[src/sv/mrc_pkg.sv]
// Shared types and constants for the mixed-radix index counter.
`timescale 1ns / 1ps

package mrc_pkg;

  // Configuration port
  localparam int CFG_IDX_W  = 3;
  localparam int CFG_DATA_W = 32;

  localparam logic [CFG_IDX_W-1:0] CFG_DIM_SIZE_0  = 3'd0;
  localparam logic [CFG_IDX_W-1:0] CFG_RANGE_BEGIN = 3'd4;
  localparam logic [CFG_IDX_W-1:0] CFG_RANGE_END   = 3'd5;

  // Fixed field widths
  localparam int RANGE_W = 32;  // range_begin, range_end, remaining count
  localparam int FIELD_W = 16;  // step and digit fields
  localparam int MAX_DIMS = 4;

  // Divider dividend / quotient width
  localparam int DIV_W = 32;

  typedef enum logic {
    ACT_START = 1'b0,
    ACT_STEP  = 1'b1
  } action_t;

  typedef enum logic [1:0] {
    ERR_NONE      = 2'd0,
    ERR_BAD_BEGIN = 2'd1,
    ERR_BAD_STEP  = 2'd2,
    ERR_DIGIT_OVF = 2'd3
  } err_t;

  typedef enum logic [2:0] {
    S_IDLE,
    S_START_DIM,
    S_START_DIV,
    S_CARRY,
    S_REMAIN,
    S_ROOM,
    S_ROWS_DIV,
    S_OUTPUT
  } state_t;

endpackage

[src/sv/mixed_radix_index_counter.sv]
// Mixed-radix index counter: digit loading, carry walk and next-step planning.
// A step item walks the carry through the digits, then works out the remaining count and
//   the room for the next step, with an iterative divide for the row count when the inner
//   step spans a whole row; a start item first splits range_begin, one divide per nonzero size.
// One item at a time; the shared 32-bit iterative divider serves both kinds of divide.
// A result waits in the output register while the next item is accepted.
// Reset (synchronous, active low): digits and position 0, sizes 1, range 0, no result.
`timescale 1ns / 1ps

module mixed_radix_index_counter #(
  parameter int NUM_DIMS      = 4,
  parameter int SIZE_BITS     = 16,
  parameter int POSITION_BITS = 32
) (
  input  logic                            clk,
  input  logic                            rst_n,
  // config write port
  input  logic                            cfg_wr_en,
  input  logic [mrc_pkg::CFG_IDX_W-1:0]   cfg_index,
  input  logic [mrc_pkg::CFG_DATA_W-1:0]  cfg_data,
  // input channel
  input  logic                            in_tvalid,
  output logic                            in_tready,
  input  logic [31:0]                     in_tdata,   // step_inner[15:0], step_outer[31:16]
  input  logic [0:0]                      in_tuser,   // action[0]
  // result channel
  output logic                            out_tvalid,
  input  logic                            out_tready,
  output logic [127:0]                    out_tdata,  // index_0..index_3 [63:0],
                                                      // position [95:64],
                                                      // next_step_inner [111:96],
                                                      // next_step_outer [127:112]
  output logic                            out_tlast,  // done_res
  output logic [1:0]                      out_tuser   // error[1:0]
);

  localparam int DIG_W = (SIZE_BITS < mrc_pkg::FIELD_W) ? SIZE_BITS : mrc_pkg::FIELD_W;
  localparam int CW    = (POSITION_BITS > mrc_pkg::RANGE_W) ? POSITION_BITS : mrc_pkg::RANGE_W;
  localparam int IDX_W = $clog2(NUM_DIMS);
  localparam int CNT_W = $clog2(NUM_DIMS + 1);
  localparam int FW    = mrc_pkg::FIELD_W;
  localparam int RW    = mrc_pkg::RANGE_W;

  localparam logic [CW-1:0] POS_MAX  = CW'((65'd1 << POSITION_BITS) - 65'd1);
  localparam logic [CW-1:0] OUT_MAX  = CW'({RW{1'b1}});

  // Configuration registers
  logic [DIG_W-1:0] size_r [NUM_DIMS];
  logic [RW-1:0]    begin_r;
  logic [RW-1:0]    end_r;

  always_ff @(posedge clk) begin
    if (!rst_n) begin
      for (int d = 0; d < NUM_DIMS; d++) size_r[d] <= DIG_W'(1);
      begin_r <= '0;
      end_r   <= '0;
    end else if (cfg_wr_en) begin
      for (int d = 0; d < NUM_DIMS; d++) begin
        if (cfg_index == mrc_pkg::CFG_DIM_SIZE_0 + mrc_pkg::CFG_IDX_W'(d))
          size_r[d] <= cfg_data[DIG_W-1:0];
      end
      if (cfg_index == mrc_pkg::CFG_RANGE_BEGIN) begin_r <= cfg_data[RW-1:0];
      if (cfg_index == mrc_pkg::CFG_RANGE_END)   end_r   <= cfg_data[RW-1:0];
    end
  end

  // Sequencer and datapath registers
  mrc_pkg::state_t          state_r, state_nxt;
  logic [DIG_W-1:0]         digits_r [NUM_DIMS];
  logic [DIG_W-1:0]         digits_nxt [NUM_DIMS];
  logic [DIG_W-1:0]         wd_r [NUM_DIMS];    // working digits
  logic [DIG_W-1:0]         wd_nxt [NUM_DIMS];
  logic [POSITION_BITS-1:0] lp_r, lp_nxt;
  logic [CNT_W-1:0]         i_r, i_nxt;
  logic [FW-1:0]            carry_r, carry_nxt;
  logic [RW-1:0]            rem_r, rem_nxt;       // start residue, then remaining count
  logic [RW-1:0]            prod_r, prod_nxt;
  mrc_pkg::err_t            err_r, err_nxt;
  logic [DIG_W-1:0]         st0_r, st0_nxt;
  logic [DIG_W-1:0]         st1_r, st1_nxt;

  // Output register
  logic         out_valid_r;
  logic [127:0] out_data_r;
  logic         out_last_r;
  logic [1:0]   out_user_r;
  logic         out_load;

  // Divider hookup
  logic                      div_start;
  logic [mrc_pkg::DIV_W-1:0] div_dividend;
  logic [DIG_W-1:0]          div_divisor;
  logic                      div_done;
  logic [mrc_pkg::DIV_W-1:0] div_quot;
  logic [DIG_W-1:0]          div_rem;

  mrc_divider #(
    .DVS_W (DIG_W)
  ) u_div (
    .clk       (clk),
    .rst_n     (rst_n),
    .start     (div_start),
    .dividend  (div_dividend),
    .divisor   (div_divisor),
    .done      (div_done),
    .quotient  (div_quot),
    .remainder (div_rem)
  );

  // Input fields
  logic [FW-1:0]    in_si;
  logic [FW-1:0]    in_so;
  mrc_pkg::action_t in_act;
  logic             in_xfer;

  assign in_si     = in_tdata[15:0];
  assign in_so     = in_tdata[31:16];
  assign in_act    = mrc_pkg::action_t'(in_tuser[0]);
  assign in_tready = (state_r == mrc_pkg::S_IDLE);
  assign in_xfer   = in_tvalid && in_tready;

  // Helpers shared by the states
  logic [IDX_W-1:0] i_idx;
  logic [CW-1:0]    lp_ext;
  logic [CW:0]      sum;
  logic [FW:0]      cv;
  logic [FW:0]      cv_sub;
  logic [FW:0]      csz;
  logic [DIG_W-1:0] room0;
  logic [DIG_W-1:0] room1;
  logic [DIG_W-1:0] st0_c;
  logic [CW-1:0]    end_ext;
  logic [CW-1:0]    begin_ext;

  assign i_idx     = i_r[IDX_W-1:0];
  assign lp_ext    = CW'(lp_r);
  assign end_ext   = CW'(end_r);
  assign begin_ext = CW'(begin_r);
  assign sum       = (CW+1)'(lp_ext) + (CW+1)'(prod_r);
  assign csz       = (FW+1)'(size_r[i_idx]);
  assign cv        = (FW+1)'(wd_r[i_idx]) + (FW+1)'(carry_r);
  assign cv_sub    = cv - csz;
  assign room0     = (digits_r[0] < size_r[0]) ? size_r[0] - digits_r[0] : '0;
  assign room1     = (digits_r[1] < size_r[1]) ? size_r[1] - digits_r[1] : '0;
  assign st0_c     = (RW'(room0) < rem_r) ? room0 : DIG_W'(rem_r);

  // Next state and datapath updates
  always_comb begin
    state_nxt    = state_r;
    digits_nxt   = digits_r;
    wd_nxt       = wd_r;
    lp_nxt       = lp_r;
    i_nxt        = i_r;
    carry_nxt    = carry_r;
    rem_nxt      = rem_r;
    prod_nxt     = prod_r;
    err_nxt      = err_r;
    st0_nxt      = st0_r;
    st1_nxt      = st1_r;
    div_start    = 1'b0;
    div_dividend = rem_r;
    div_divisor  = (state_r == mrc_pkg::S_ROOM) ? size_r[0] : size_r[i_idx];
    out_load     = 1'b0;

    unique case (state_r)
      mrc_pkg::S_IDLE: begin
        if (in_xfer) begin
          prod_nxt = RW'(in_si) * RW'(in_so);
          err_nxt  = mrc_pkg::ERR_NONE;
          i_nxt    = '0;
          if (in_act == mrc_pkg::ACT_START) begin
            rem_nxt = begin_r;
            for (int d = 0; d < NUM_DIMS; d++) wd_nxt[d] = '0;
            state_nxt = mrc_pkg::S_START_DIM;
          end else begin
            wd_nxt    = digits_r;
            carry_nxt = in_si;
            state_nxt = mrc_pkg::S_CARRY;
            if (in_so != FW'(1)) begin
              // multi-row step needs a whole row from digit 0
              if (in_si != FW'(size_r[0]) || digits_r[0] != '0) begin
                err_nxt   = mrc_pkg::ERR_BAD_STEP;
                state_nxt = mrc_pkg::S_REMAIN;
              end else begin
                i_nxt     = CNT_W'(1);
                carry_nxt = in_so;
              end
            end
          end
        end
      end

      // split range_begin one dimension at a time
      mrc_pkg::S_START_DIM: begin
        if (i_r == CNT_W'(NUM_DIMS)) begin
          err_nxt    = (rem_r != '0) ? mrc_pkg::ERR_BAD_BEGIN : mrc_pkg::ERR_NONE;
          digits_nxt = wd_r;
          lp_nxt     = (begin_ext > POS_MAX) ? POSITION_BITS'(POS_MAX)
                                             : POSITION_BITS'(begin_ext);
          state_nxt  = mrc_pkg::S_REMAIN;
        end else if (size_r[i_idx] == '0) begin
          i_nxt = i_r + CNT_W'(1);
        end else begin
          div_start = 1'b1;
          state_nxt = mrc_pkg::S_START_DIV;
        end
      end

      mrc_pkg::S_START_DIV: begin
        if (div_done) begin
          wd_nxt[i_idx] = div_rem;
          rem_nxt       = div_quot;
          i_nxt         = i_r + CNT_W'(1);
          state_nxt     = mrc_pkg::S_START_DIM;
        end
      end

      // ripple the carry one digit per cycle
      mrc_pkg::S_CARRY: begin
        if (i_r != CNT_W'(NUM_DIMS) && carry_r != '0) begin
          if (cv >= csz) begin
            if (cv_sub >= csz) begin
              err_nxt   = mrc_pkg::ERR_DIGIT_OVF;
              state_nxt = mrc_pkg::S_REMAIN;
            end else begin
              wd_nxt[i_idx] = DIG_W'(cv_sub);
              carry_nxt     = FW'(1);
              i_nxt         = i_r + CNT_W'(1);
            end
          end else begin
            wd_nxt[i_idx] = DIG_W'(cv);
            carry_nxt     = '0;
            i_nxt         = i_r + CNT_W'(1);
          end
        end else begin
          digits_nxt = wd_r;
          lp_nxt     = (sum > (CW+1)'(POS_MAX)) ? POSITION_BITS'(POS_MAX)
                                                : POSITION_BITS'(sum);
          state_nxt  = mrc_pkg::S_REMAIN;
        end
      end

      // remaining count, clamped at zero
      mrc_pkg::S_REMAIN: begin
        rem_nxt   = (end_ext > lp_ext) ? RW'(end_ext - lp_ext) : '0;
        state_nxt = mrc_pkg::S_ROOM;
      end

      mrc_pkg::S_ROOM: begin
        st0_nxt = st0_c;
        st1_nxt = DIG_W'(1);
        state_nxt = mrc_pkg::S_OUTPUT;
        if (st0_c == size_r[0]) begin
          if (size_r[0] == '0) begin
            st1_nxt = '0;
          end else begin
            div_start = 1'b1;
            state_nxt = mrc_pkg::S_ROWS_DIV;
          end
        end
      end

      mrc_pkg::S_ROWS_DIV: begin
        if (div_done) begin
          st1_nxt   = (RW'(room1) < div_quot) ? room1 : DIG_W'(div_quot);
          state_nxt = mrc_pkg::S_OUTPUT;
        end
      end

      mrc_pkg::S_OUTPUT: begin
        if (!out_valid_r || out_tready) begin
          out_load  = 1'b1;
          state_nxt = mrc_pkg::S_IDLE;
        end
      end

      default: state_nxt = mrc_pkg::S_IDLE;
    endcase
  end

  // State register
  always_ff @(posedge clk) begin
    if (!rst_n) begin
      state_r <= mrc_pkg::S_IDLE;
      for (int d = 0; d < NUM_DIMS; d++) digits_r[d] <= '0;
      lp_r    <= '0;
    end else begin
      state_r  <= state_nxt;
      digits_r <= digits_nxt;
      lp_r     <= lp_nxt;
    end
  end

  // Working registers
  always_ff @(posedge clk) begin
    wd_r    <= wd_nxt;
    i_r     <= i_nxt;
    carry_r <= carry_nxt;
    rem_r   <= rem_nxt;
    prod_r  <= prod_nxt;
    err_r   <= err_nxt;
    st0_r   <= st0_nxt;
    st1_r   <= st1_nxt;
  end

  // Result assembly
  logic [127:0] res_data;
  logic [RW-1:0] pos_out;

  assign pos_out = (lp_ext > OUT_MAX) ? {RW{1'b1}} : RW'(lp_ext);

  always_comb begin
    res_data = '0;
    for (int d = 0; d < NUM_DIMS; d++)
      res_data[d*FW +: FW] = FW'(digits_r[d]);
    res_data[95:64]   = pos_out;
    res_data[111:96]  = FW'(st0_r);
    res_data[127:112] = FW'(st1_r);
  end

  // Output register
  always_ff @(posedge clk) begin
    if (!rst_n) begin
      out_valid_r <= 1'b0;
    end else if (out_load) begin
      out_valid_r <= 1'b1;
    end else if (out_tready) begin
      out_valid_r <= 1'b0;
    end
  end

  always_ff @(posedge clk) begin
    if (out_load) begin
      out_data_r <= res_data;
      out_last_r <= (lp_ext >= end_ext);
      out_user_r <= err_r;
    end
  end

  assign out_tvalid = out_valid_r;
  assign out_tdata  = out_data_r;
  assign out_tlast  = out_last_r;
  assign out_tuser  = out_user_r;

endmodule

[src/sv/mrc_divider.sv]
// Iterative restoring divider, one quotient bit per cycle.
`timescale 1ns / 1ps

module mrc_divider #(
  parameter int DVS_W = 16
) (
  input  logic                          clk,
  input  logic                          rst_n,
  input  logic                          start,
  input  logic [mrc_pkg::DIV_W-1:0]     dividend,
  input  logic [DVS_W-1:0]              divisor,
  output logic                          done,
  output logic [mrc_pkg::DIV_W-1:0]     quotient,
  output logic [DVS_W-1:0]              remainder
);

  localparam int CNT_W = $clog2(mrc_pkg::DIV_W);

  logic                       busy_r;
  logic                       done_r;
  logic [CNT_W-1:0]           cnt_r;
  logic [mrc_pkg::DIV_W-1:0]  acc_r;   // dividend bits out at the top, quotient bits in below
  logic [DVS_W-1:0]           rem_r;
  logic [DVS_W-1:0]           dvs_r;

  logic [DVS_W:0]             trial;
  logic [DVS_W-1:0]           rem_nxt;
  logic                       q_bit;

  // One shift-subtract step
  always_comb begin
    trial = {rem_r, acc_r[mrc_pkg::DIV_W-1]};
    if (trial >= {1'b0, dvs_r}) begin
      q_bit   = 1'b1;
      rem_nxt = DVS_W'(trial - {1'b0, dvs_r});
    end else begin
      q_bit   = 1'b0;
      rem_nxt = trial[DVS_W-1:0];
    end
  end

  // Control
  always_ff @(posedge clk) begin
    if (!rst_n) begin
      busy_r <= 1'b0;
      done_r <= 1'b0;
      cnt_r  <= '0;
    end else begin
      done_r <= 1'b0;
      if (start) begin
        busy_r <= 1'b1;
        cnt_r  <= '0;
      end else if (busy_r) begin
        cnt_r <= cnt_r + CNT_W'(1);
        if (cnt_r == CNT_W'(mrc_pkg::DIV_W - 1)) begin
          busy_r <= 1'b0;
          done_r <= 1'b1;
        end
      end
    end
  end

  // Datapath
  always_ff @(posedge clk) begin
    if (start) begin
      acc_r <= dividend;
      rem_r <= '0;
      dvs_r <= divisor;
    end else if (busy_r) begin
      acc_r <= {acc_r[mrc_pkg::DIV_W-2:0], q_bit};
      rem_r <= rem_nxt;
    end
  end

  assign done      = done_r;
  assign quotient  = acc_r;
  assign remainder = rem_r;

endmodule

[config.mk]
export PLATFORM = sky130hd
export DESIGN_NAME = mixed_radix_index_counter
export DESIGN_NICKNAME = d
export VERILOG_FILES = /design/src/sv/mrc_pkg.sv /design/src/sv/mixed_radix_index_counter.sv /design/src/sv/mrc_divider.sv
export SDC_FILE = /design/constraint.sdc
export NUM_CORES = 2
export LEC_CHECK = 0
export BUFFER_PORTS_ARGS = -buffer_cell sky130_fd_sc_hd__buf_2
export CORE_MARGIN = 2
export CORE_UTILIZATION = 39
export CTS_CLUSTER_DIAMETER = 100
export DETAILED_ROUTE_END_ITERATION = 7
export PLACE_DENSITY = 0.52
export REMOVE_ABC_BUFFERS = 1
export SLEW_MARGIN = 20
export SYNTH_ARGS = -nofsm -noshare
export SYNTH_HDL_FRONTEND = slang
export SYNTH_HIERARCHICAL = 1
export SYNTH_SLANG_ARGS = --single-unit
[constraint.sdc]
create_clock -name clk -period 28.1 [get_ports clk]
set_input_delay 1.405 -clock clk [delete_from_list [all_inputs] [get_ports clk]]
set_output_delay 1.405 -clock clk [all_outputs]
set_load 0.005 [all_outputs]
* After elaboration in Yosys (flattened, before gate mapping)
Memory sizes are Yosys's and may differ from the RTL's. A register that Yosys moved wholly into a read port is not among the register bits.
Cells that the tools add are included.
** Operators by class
- $mul :: 1
- $add $sub $neg :: 9
- Reduce and logical (&&, ||, !) cells :: 35
- Bitwise gates (word level) :: 7
- Muxes and demuxes :: 120
- Eq/ne operators :: 35
- $lt $le $gt $ge :: 14
** Operators by type and width (count)
- two-way mux 64 bit :: 8
- two-way mux 16 bit :: 21
- two-way mux 32 bit :: 10
- bitwise mux 64 bit :: 3
- case mux 64 bit (3 select lines) :: 1
- case mux 64 bit (2 select lines) :: 1
- case mux 32 bit (3 select lines) :: 1
- greater-than comparator 32 bit (second input constant) :: 2
- < comparator 16 x 32 -> 1 bit :: 2
- case mux 16 bit (2 select lines) :: 2
- case mux 32 bit (2 select lines) :: 1
- two-way mux 3 bit :: 19
- >= comparator 17 x 16 -> 1 bit :: 3
- subtractor 16 bit :: 3
- two-way mux 1 bit :: 38
- adder 32 x 32 -> 33 bit :: 1
- greater-than comparator 33 x 32 -> 1 bit (second input constant) :: 1
- binary-select mux 16 bit (select 2 bit) :: 1
- demux 16 bit (select 2 bit) :: 1
- >= comparator 32 bit :: 1
- greater-than comparator 32 bit :: 1
- zero test 16 bit :: 2
- < comparator 16 bit :: 2
- multiplier 16 x 16 -> 32 bit :: 1
- 42 further kinds :: 95
** Storage, ports and cells
- Memories kept :: 1
- Word-level logic and storage cells :: 252
- RAM bits :: 64
- Bits of input ports :: 73
- Output and inout port bits :: 133
- Bits in registers :: 547
** Memories
- size_r :: depth 4, width 16, rd ports 3, clocked after memory_dff 1, wr ports 4, RTL line mixed_radix_index_counter.sv:48 : logic [DIG_W-1:0] size_r [NUM_DIMS];

* Depth between registers and ports, before layout
- Depth in word-level cells :: 12
- Mapped depth :: 30
- Mapped depth without buffers :: 27

* Hierarchy
The synthesis kept the hierarchy.
** By module, submodules not included
- mixed_radix_index_counter :: area each 38789.7 sq um, cells an instance 3978, times used 1, seq. area each 14614.0 sq um
- mrc_divider :: area each 3768.6 sq um, cells an instance 327, times used 1, seq. area each 1901.8 sq um

* Worst setup path after synthesis
No wires, ideal clock.
- Kind :: reg2reg
- Start :: reg i_r[1]
- End :: reg wd_r[0] in the netlist's numbering, enable pin
- Path buffers :: 1
- Clock period less this slack :: 10.847 ns
- Library setup time :: 0.581 ns
- Setup slack :: 17.253 ns
- Stages on the path, launching flop included :: 27
- Data required time :: 27.519 ns
- Arrival :: 10.266 ns
- Path through :: edfxtp_1 -> clkbuf_1 -> mux4_2 -> ha_1 -> fa_1 -> a21o_1 -> a21oi_1 -> o21ai_1 -> a21o_1 -> a21oi_1 -> xnor2_1 -> ha_1 -> a21o_1 -> a21oi_1 -> nand3_1 -> a311o_1 -> nand2_1 -> o21ai_0 -> a21o_1 -> a211o_1 -> and2_1 -> ha_1 -> nand3_1 -> nor3_1 -> a221oi_1 -> a21oi_2 -> a211oi_1
** On the way
- Longest elaborated chain between the ends :: 9
- Elaborated cells on any way between the ends :: 13
- Classes of those cells :: add/sub: 2; order compare: 2; eq/ne: 3; mux: 3; bitwise: 1; reduce/logical: 2
** RTL lines
- start, declared :: RTL line mixed_radix_index_counter.sv:74 : logic [CNT_W-1:0] i_r, i_nxt;
- start signal, assigned :: RTL line mixed_radix_index_counter.sv:297 : i_r <= i_nxt;
- NOT 2 -> 3 bit (implied by the code) :: RTL line mixed_radix_index_counter.sv:141 : assign cv = (FW+1)'(wd_r[i_idx]) + (FW+1)'(carry_r);
- binary-select mux 16 bit (select 2 bit) :: RTL line mixed_radix_index_counter.sv:141
- two-way mux 16 bit (implied by the code) (2 in series) :: RTL line mixed_radix_index_counter.sv:141
- adder 16 x 16 -> 17 bit :: RTL line mixed_radix_index_counter.sv:141
- subtractor 17 x 16 -> 17 bit :: RTL line mixed_radix_index_counter.sv:142 : assign cv_sub = cv - csz;
- >= comparator 17 x 16 -> 1 bit :: RTL line mixed_radix_index_counter.sv:222 : if (cv_sub >= csz) begin
- inequality test 3 bit (no source line)
- AND reduction 5 bit (no source line) *
- end signal, assigned :: RTL line mixed_radix_index_counter.sv:296 : wd_r <= wd_nxt;
- end, declared :: RTL line mixed_radix_index_counter.sv:71 : logic [DIG_W-1:0] wd_r [NUM_DIMS];
Every way passes the cells marked *; elsewhere a longest branch is shown, timed or not. The select of a mux whose other input is x is not followed.
A chain may end at the register's enable or synchronous reset.

* Worst setup path after layout
- Start :: reg i_r[1]
- End :: reg wd_r[41] in the netlist's numbering, enable pin
Same word-level chain as after synthesis.

==> impl_metrics.yaml <==
status:
  run_status: "completed"
yosys:
  synth-warning-count: 6
  async_flop_share_pct: 0
  synth-edff-count: 424
  avgSynthCellArea_um2: 9.89
  synth_top_area_share_pct: 29.9
  ys_ff_latch: 613
  synth.cell_area_um2: 42600
  synth_area_leader_cell: "edfxtp_1"
  ys_seq_area_share_pct: 38.8
  synthFlopType: "edfxtp_1"
  ys_types: 101
  synth_cells: 4305
  synth_area_leaders: "edfxtp_1, fa_1, dfxtp_1, ha_1, nand2_1"
critical_path:
  reg2reg_setup_slack_ps: 20410
  arrival_ps: 7940
  r2r_cells: 26
  cp_slowest_cell: "buf_4"
  cp_data_required_time_ps: 28360
  r2r-start: "i_r[1]"
  worst_setup_path_end_kind: "flip-flop"
  path_max_fanout: 64
  path_class: "reg2reg"
  reg2reg_to: "wd_r[41]"
  path_depth: 26
  max_stage_delay_ps: 710
  start_kind: "flip-flop"
  crit_family: "compound AO/OA/AOI/OAI gates"
  worst-path-buf-inv: 2
power_and_ir_drop:
  pwr-share-comb_pct: 60.0
  p_sw_mw: 2.77
  p_per_area_nw_per_um2: 128
  p_int_mw: 3.31
  ir_drop_mv: 0.124
  pwr-share-seq_pct: 24.1
  leakage_nw: 19.8
  switching_share_pct: 45.5
  clock_power_share_pct: 15.9
timing:
  fin_crit_sh_pct: 27.3
  setup_viol: 0
  maxSlewViolCount: 0
  fmax_mhz: 130
  fin_tns_setup_ps: 0
  fin_crit_ps: 7690
  slew_headroom_pct: 20.0
  tightestPinTransition_ps: 1190
  rsz0062_at_grt: "no"
  skew_ps: 29.8
  fin_hold_ws_ps: 420
  final-hold-violation-count: 0
  setup_slack_ps: 20410
die:
  pin_count: 206
  core_um2: 109000
  die_h_um: 334
  dieArea_um2: 112000
  rows: 121
  die_x_um: 334
  initial_core_util_pct: 39.2
layout:
  fill_cells: 10600
  antenna_cells: 0
  num-nets-final: 4999
  area_delta_synth_final_pct: 11.4
  drive_gt1_share_pct: 11.6
grt:
  grt_pass1_wl_mm: 207
  grt_usage_pct: 24.6
  antenna_found_initial: 4
  grt_pass1_vias: 32200
  grt_max_degree: 74
  grt.overflow.total: 0
routing:
  dr.pass1.iters: 6
  drc: 0
  first_iter_violations: 2829
  vias_per_cell: 5.53
  num_vias: 32600
  post_drt_wl_per_cell_um: 23.5
  antenna_left: 0
  drt-total-wl_mm: 138
worst_hold_path:
  hold_class: "reg2reg"
  min_path_cells: 0
  whs_endpoint: "out_tdata[105]"
  min_from: "st0_r[9]"
cts:
  worstSkewPairLatency_ps: 650
  htree_levels: 3
  cts_tree: "built"
  post_cts_buffers: 0
  cts-root-buf: "clkbuf_16"
  post_cts_resized: 0
  cts_num_sinks: 613
  clock_path_buffers: 3
  cts_buffers: 73
  cts.reportedPaths.clkPinSlew_ps: 60
  hold_buffers: 0
placement:
  dpl_worst_slack_ps: 20050
  gp_congestion: 0.925
  dp.final_hpwl_mm: 104
  io_buffers: 205
run:
  maxCapViolations: 0
metrics by stage:
stage | area (µm²) | util, % | power (mW) | cells
after floorplan | 41700 | - | 4.04 | 4087
after global placement | 45000 | 41.4 | 5.08 | 5763
after detailed placement | 45000 | 41.4 | 5.09 | 5763
after CTS | 47400 | 43.7 | 6.08 | 5898
after global routing | 47400 | 43.7 | 6.55 | 5898
final | 47400 | 43.7 | 6.07 | 5898
per-layer routing:
metal,vias to the layer above,track usage (%),share of wire [%]
met3,201,3.06,5.1
met5,-,0,0.0094
met4,2,8.27,3.3
met2,959,42.5,49
met1,16100,31.8,43
li1,15300,-,-
cells in the mapped netlist, types with 135 or more instances:
library cell	number
clkbuf_1	191
nand2_1	662
ha_1	301
fa_1	201
a21boi_0	135
nor2_1	198
inv_1	432
and2_1	161
a21oi_1	158
dfxtp_1	189
o21ai_0	146
edfxtp_1	424
sequential cells by signal, summed over array words and instances, names as in the netlist, 32 cells and up, named ones only:
register and count:
prod_r 32, wd_r 64, u_div/quotient 32, digits_r 64, div_dividend 32, out_tdata 128
end_ext 32, begin_ext 32, size_r 64, lp_ext 32
cell type report:
type	count	area, µm²	area share, %
multi-input cells	3041	23600	49.8
flip-flops and latches	613	16500	34.8
clock buffers	95	1960	4.14
well taps	1414	1770	3.73
inverters	433	1630	3.43
repair buffers	262	1460	3.07
clock inverters	40	463	0.977
worst max path at each step:
| stage | from | end | slack [ps] |
|---|---|---|---|
| finish | i_r[1] | wd_r[41] | 20410 |
| global route | i_r[1] | wd_r[31] | 19970 |
| CTS | i_r[1] | wd_r[29] | 20400 |
| detailed placement | in_tdata[31] | prod_r[30] | 20050 |
| global placement | in_tdata[31] | prod_r[30] | 20090 |
| floorplan | i_r[1] | wd_r[0] | 17080 |
cell usage in the layout (no fill, tap or decap), types with 18 or more instances in the layout:
cell type and instances:
o221ai_1 37, and2_1 161, clkbuf_16 74, dfxtp_1 189
edfxtp_1 424, a21oi_1 158, and3_1 21, nor3_1 45
a222oi_1 35, ha_1 301, mux2i_1 52, a22oi_1 45
a211oi_1 23, o21a_1 30, xor2_1 59, buf_4 58
fa_1 201, nor2_1 190, a21boi_0 135, clkbuf_1 18
a31oi_1 24, xnor2_1 104, mux4_2 32, inv_1 432
nand4_1 36, nand2b_1 35, o21bai_1 19, a21o_1 77
o21ai_0 144, nor4_1 38, buf_2 204, nand2_1 661
nor2b_1 27, mux2_2 40, nand3_1 55
power by group through the flow:
stage	registers, mW	logic [mW]	clock network, mW
global placement	1.48	3.60	0
finish	1.46	3.65	0.965
global route	1.48	4.04	1.02
floorplan	1.41	2.63	0
CTS	1.46	3.63	0.988
detailed placement	1.48	3.61	0
worst register-to-register path, stage by stage, from the launching register on:
cell,delay [ps]
edfxtp_1,320
buf_4,370
mux4_2,670
ha_1,240
fa_1,410
a21o_1,200
a21oi_1,270
o21ai_1,170
a21o_1,220
a21oi_1,170
xnor2_1,220
ha_1,340
a21oi_1,230
nand3_1,100
a311o_1,320
nand2_1,130
o21ai_0,170
a21o_1,210
a211o_1,300
and2_1,140
ha_1,290
nand3_1,90
nor3_1,40
a221oi_1,350
a21oi_2,240
a211oi_4,270
buf_4,710
cells by family (layout without fill, tap and decap cells):
family,count (synthesis),in the layout,synth area share (%)
and+or+nand+nor,1350,1350,14.7
AOI/OAI and AO/OA,902,902,14.9
buffers and inverters,651,830,5.93
DFF,613,613,38.8
adders and majority gates,502,502,18.3
xor gates and xnor gates,163,163,3.35
muxes,124,124,3.97
(Power assumes the default switching activity.)
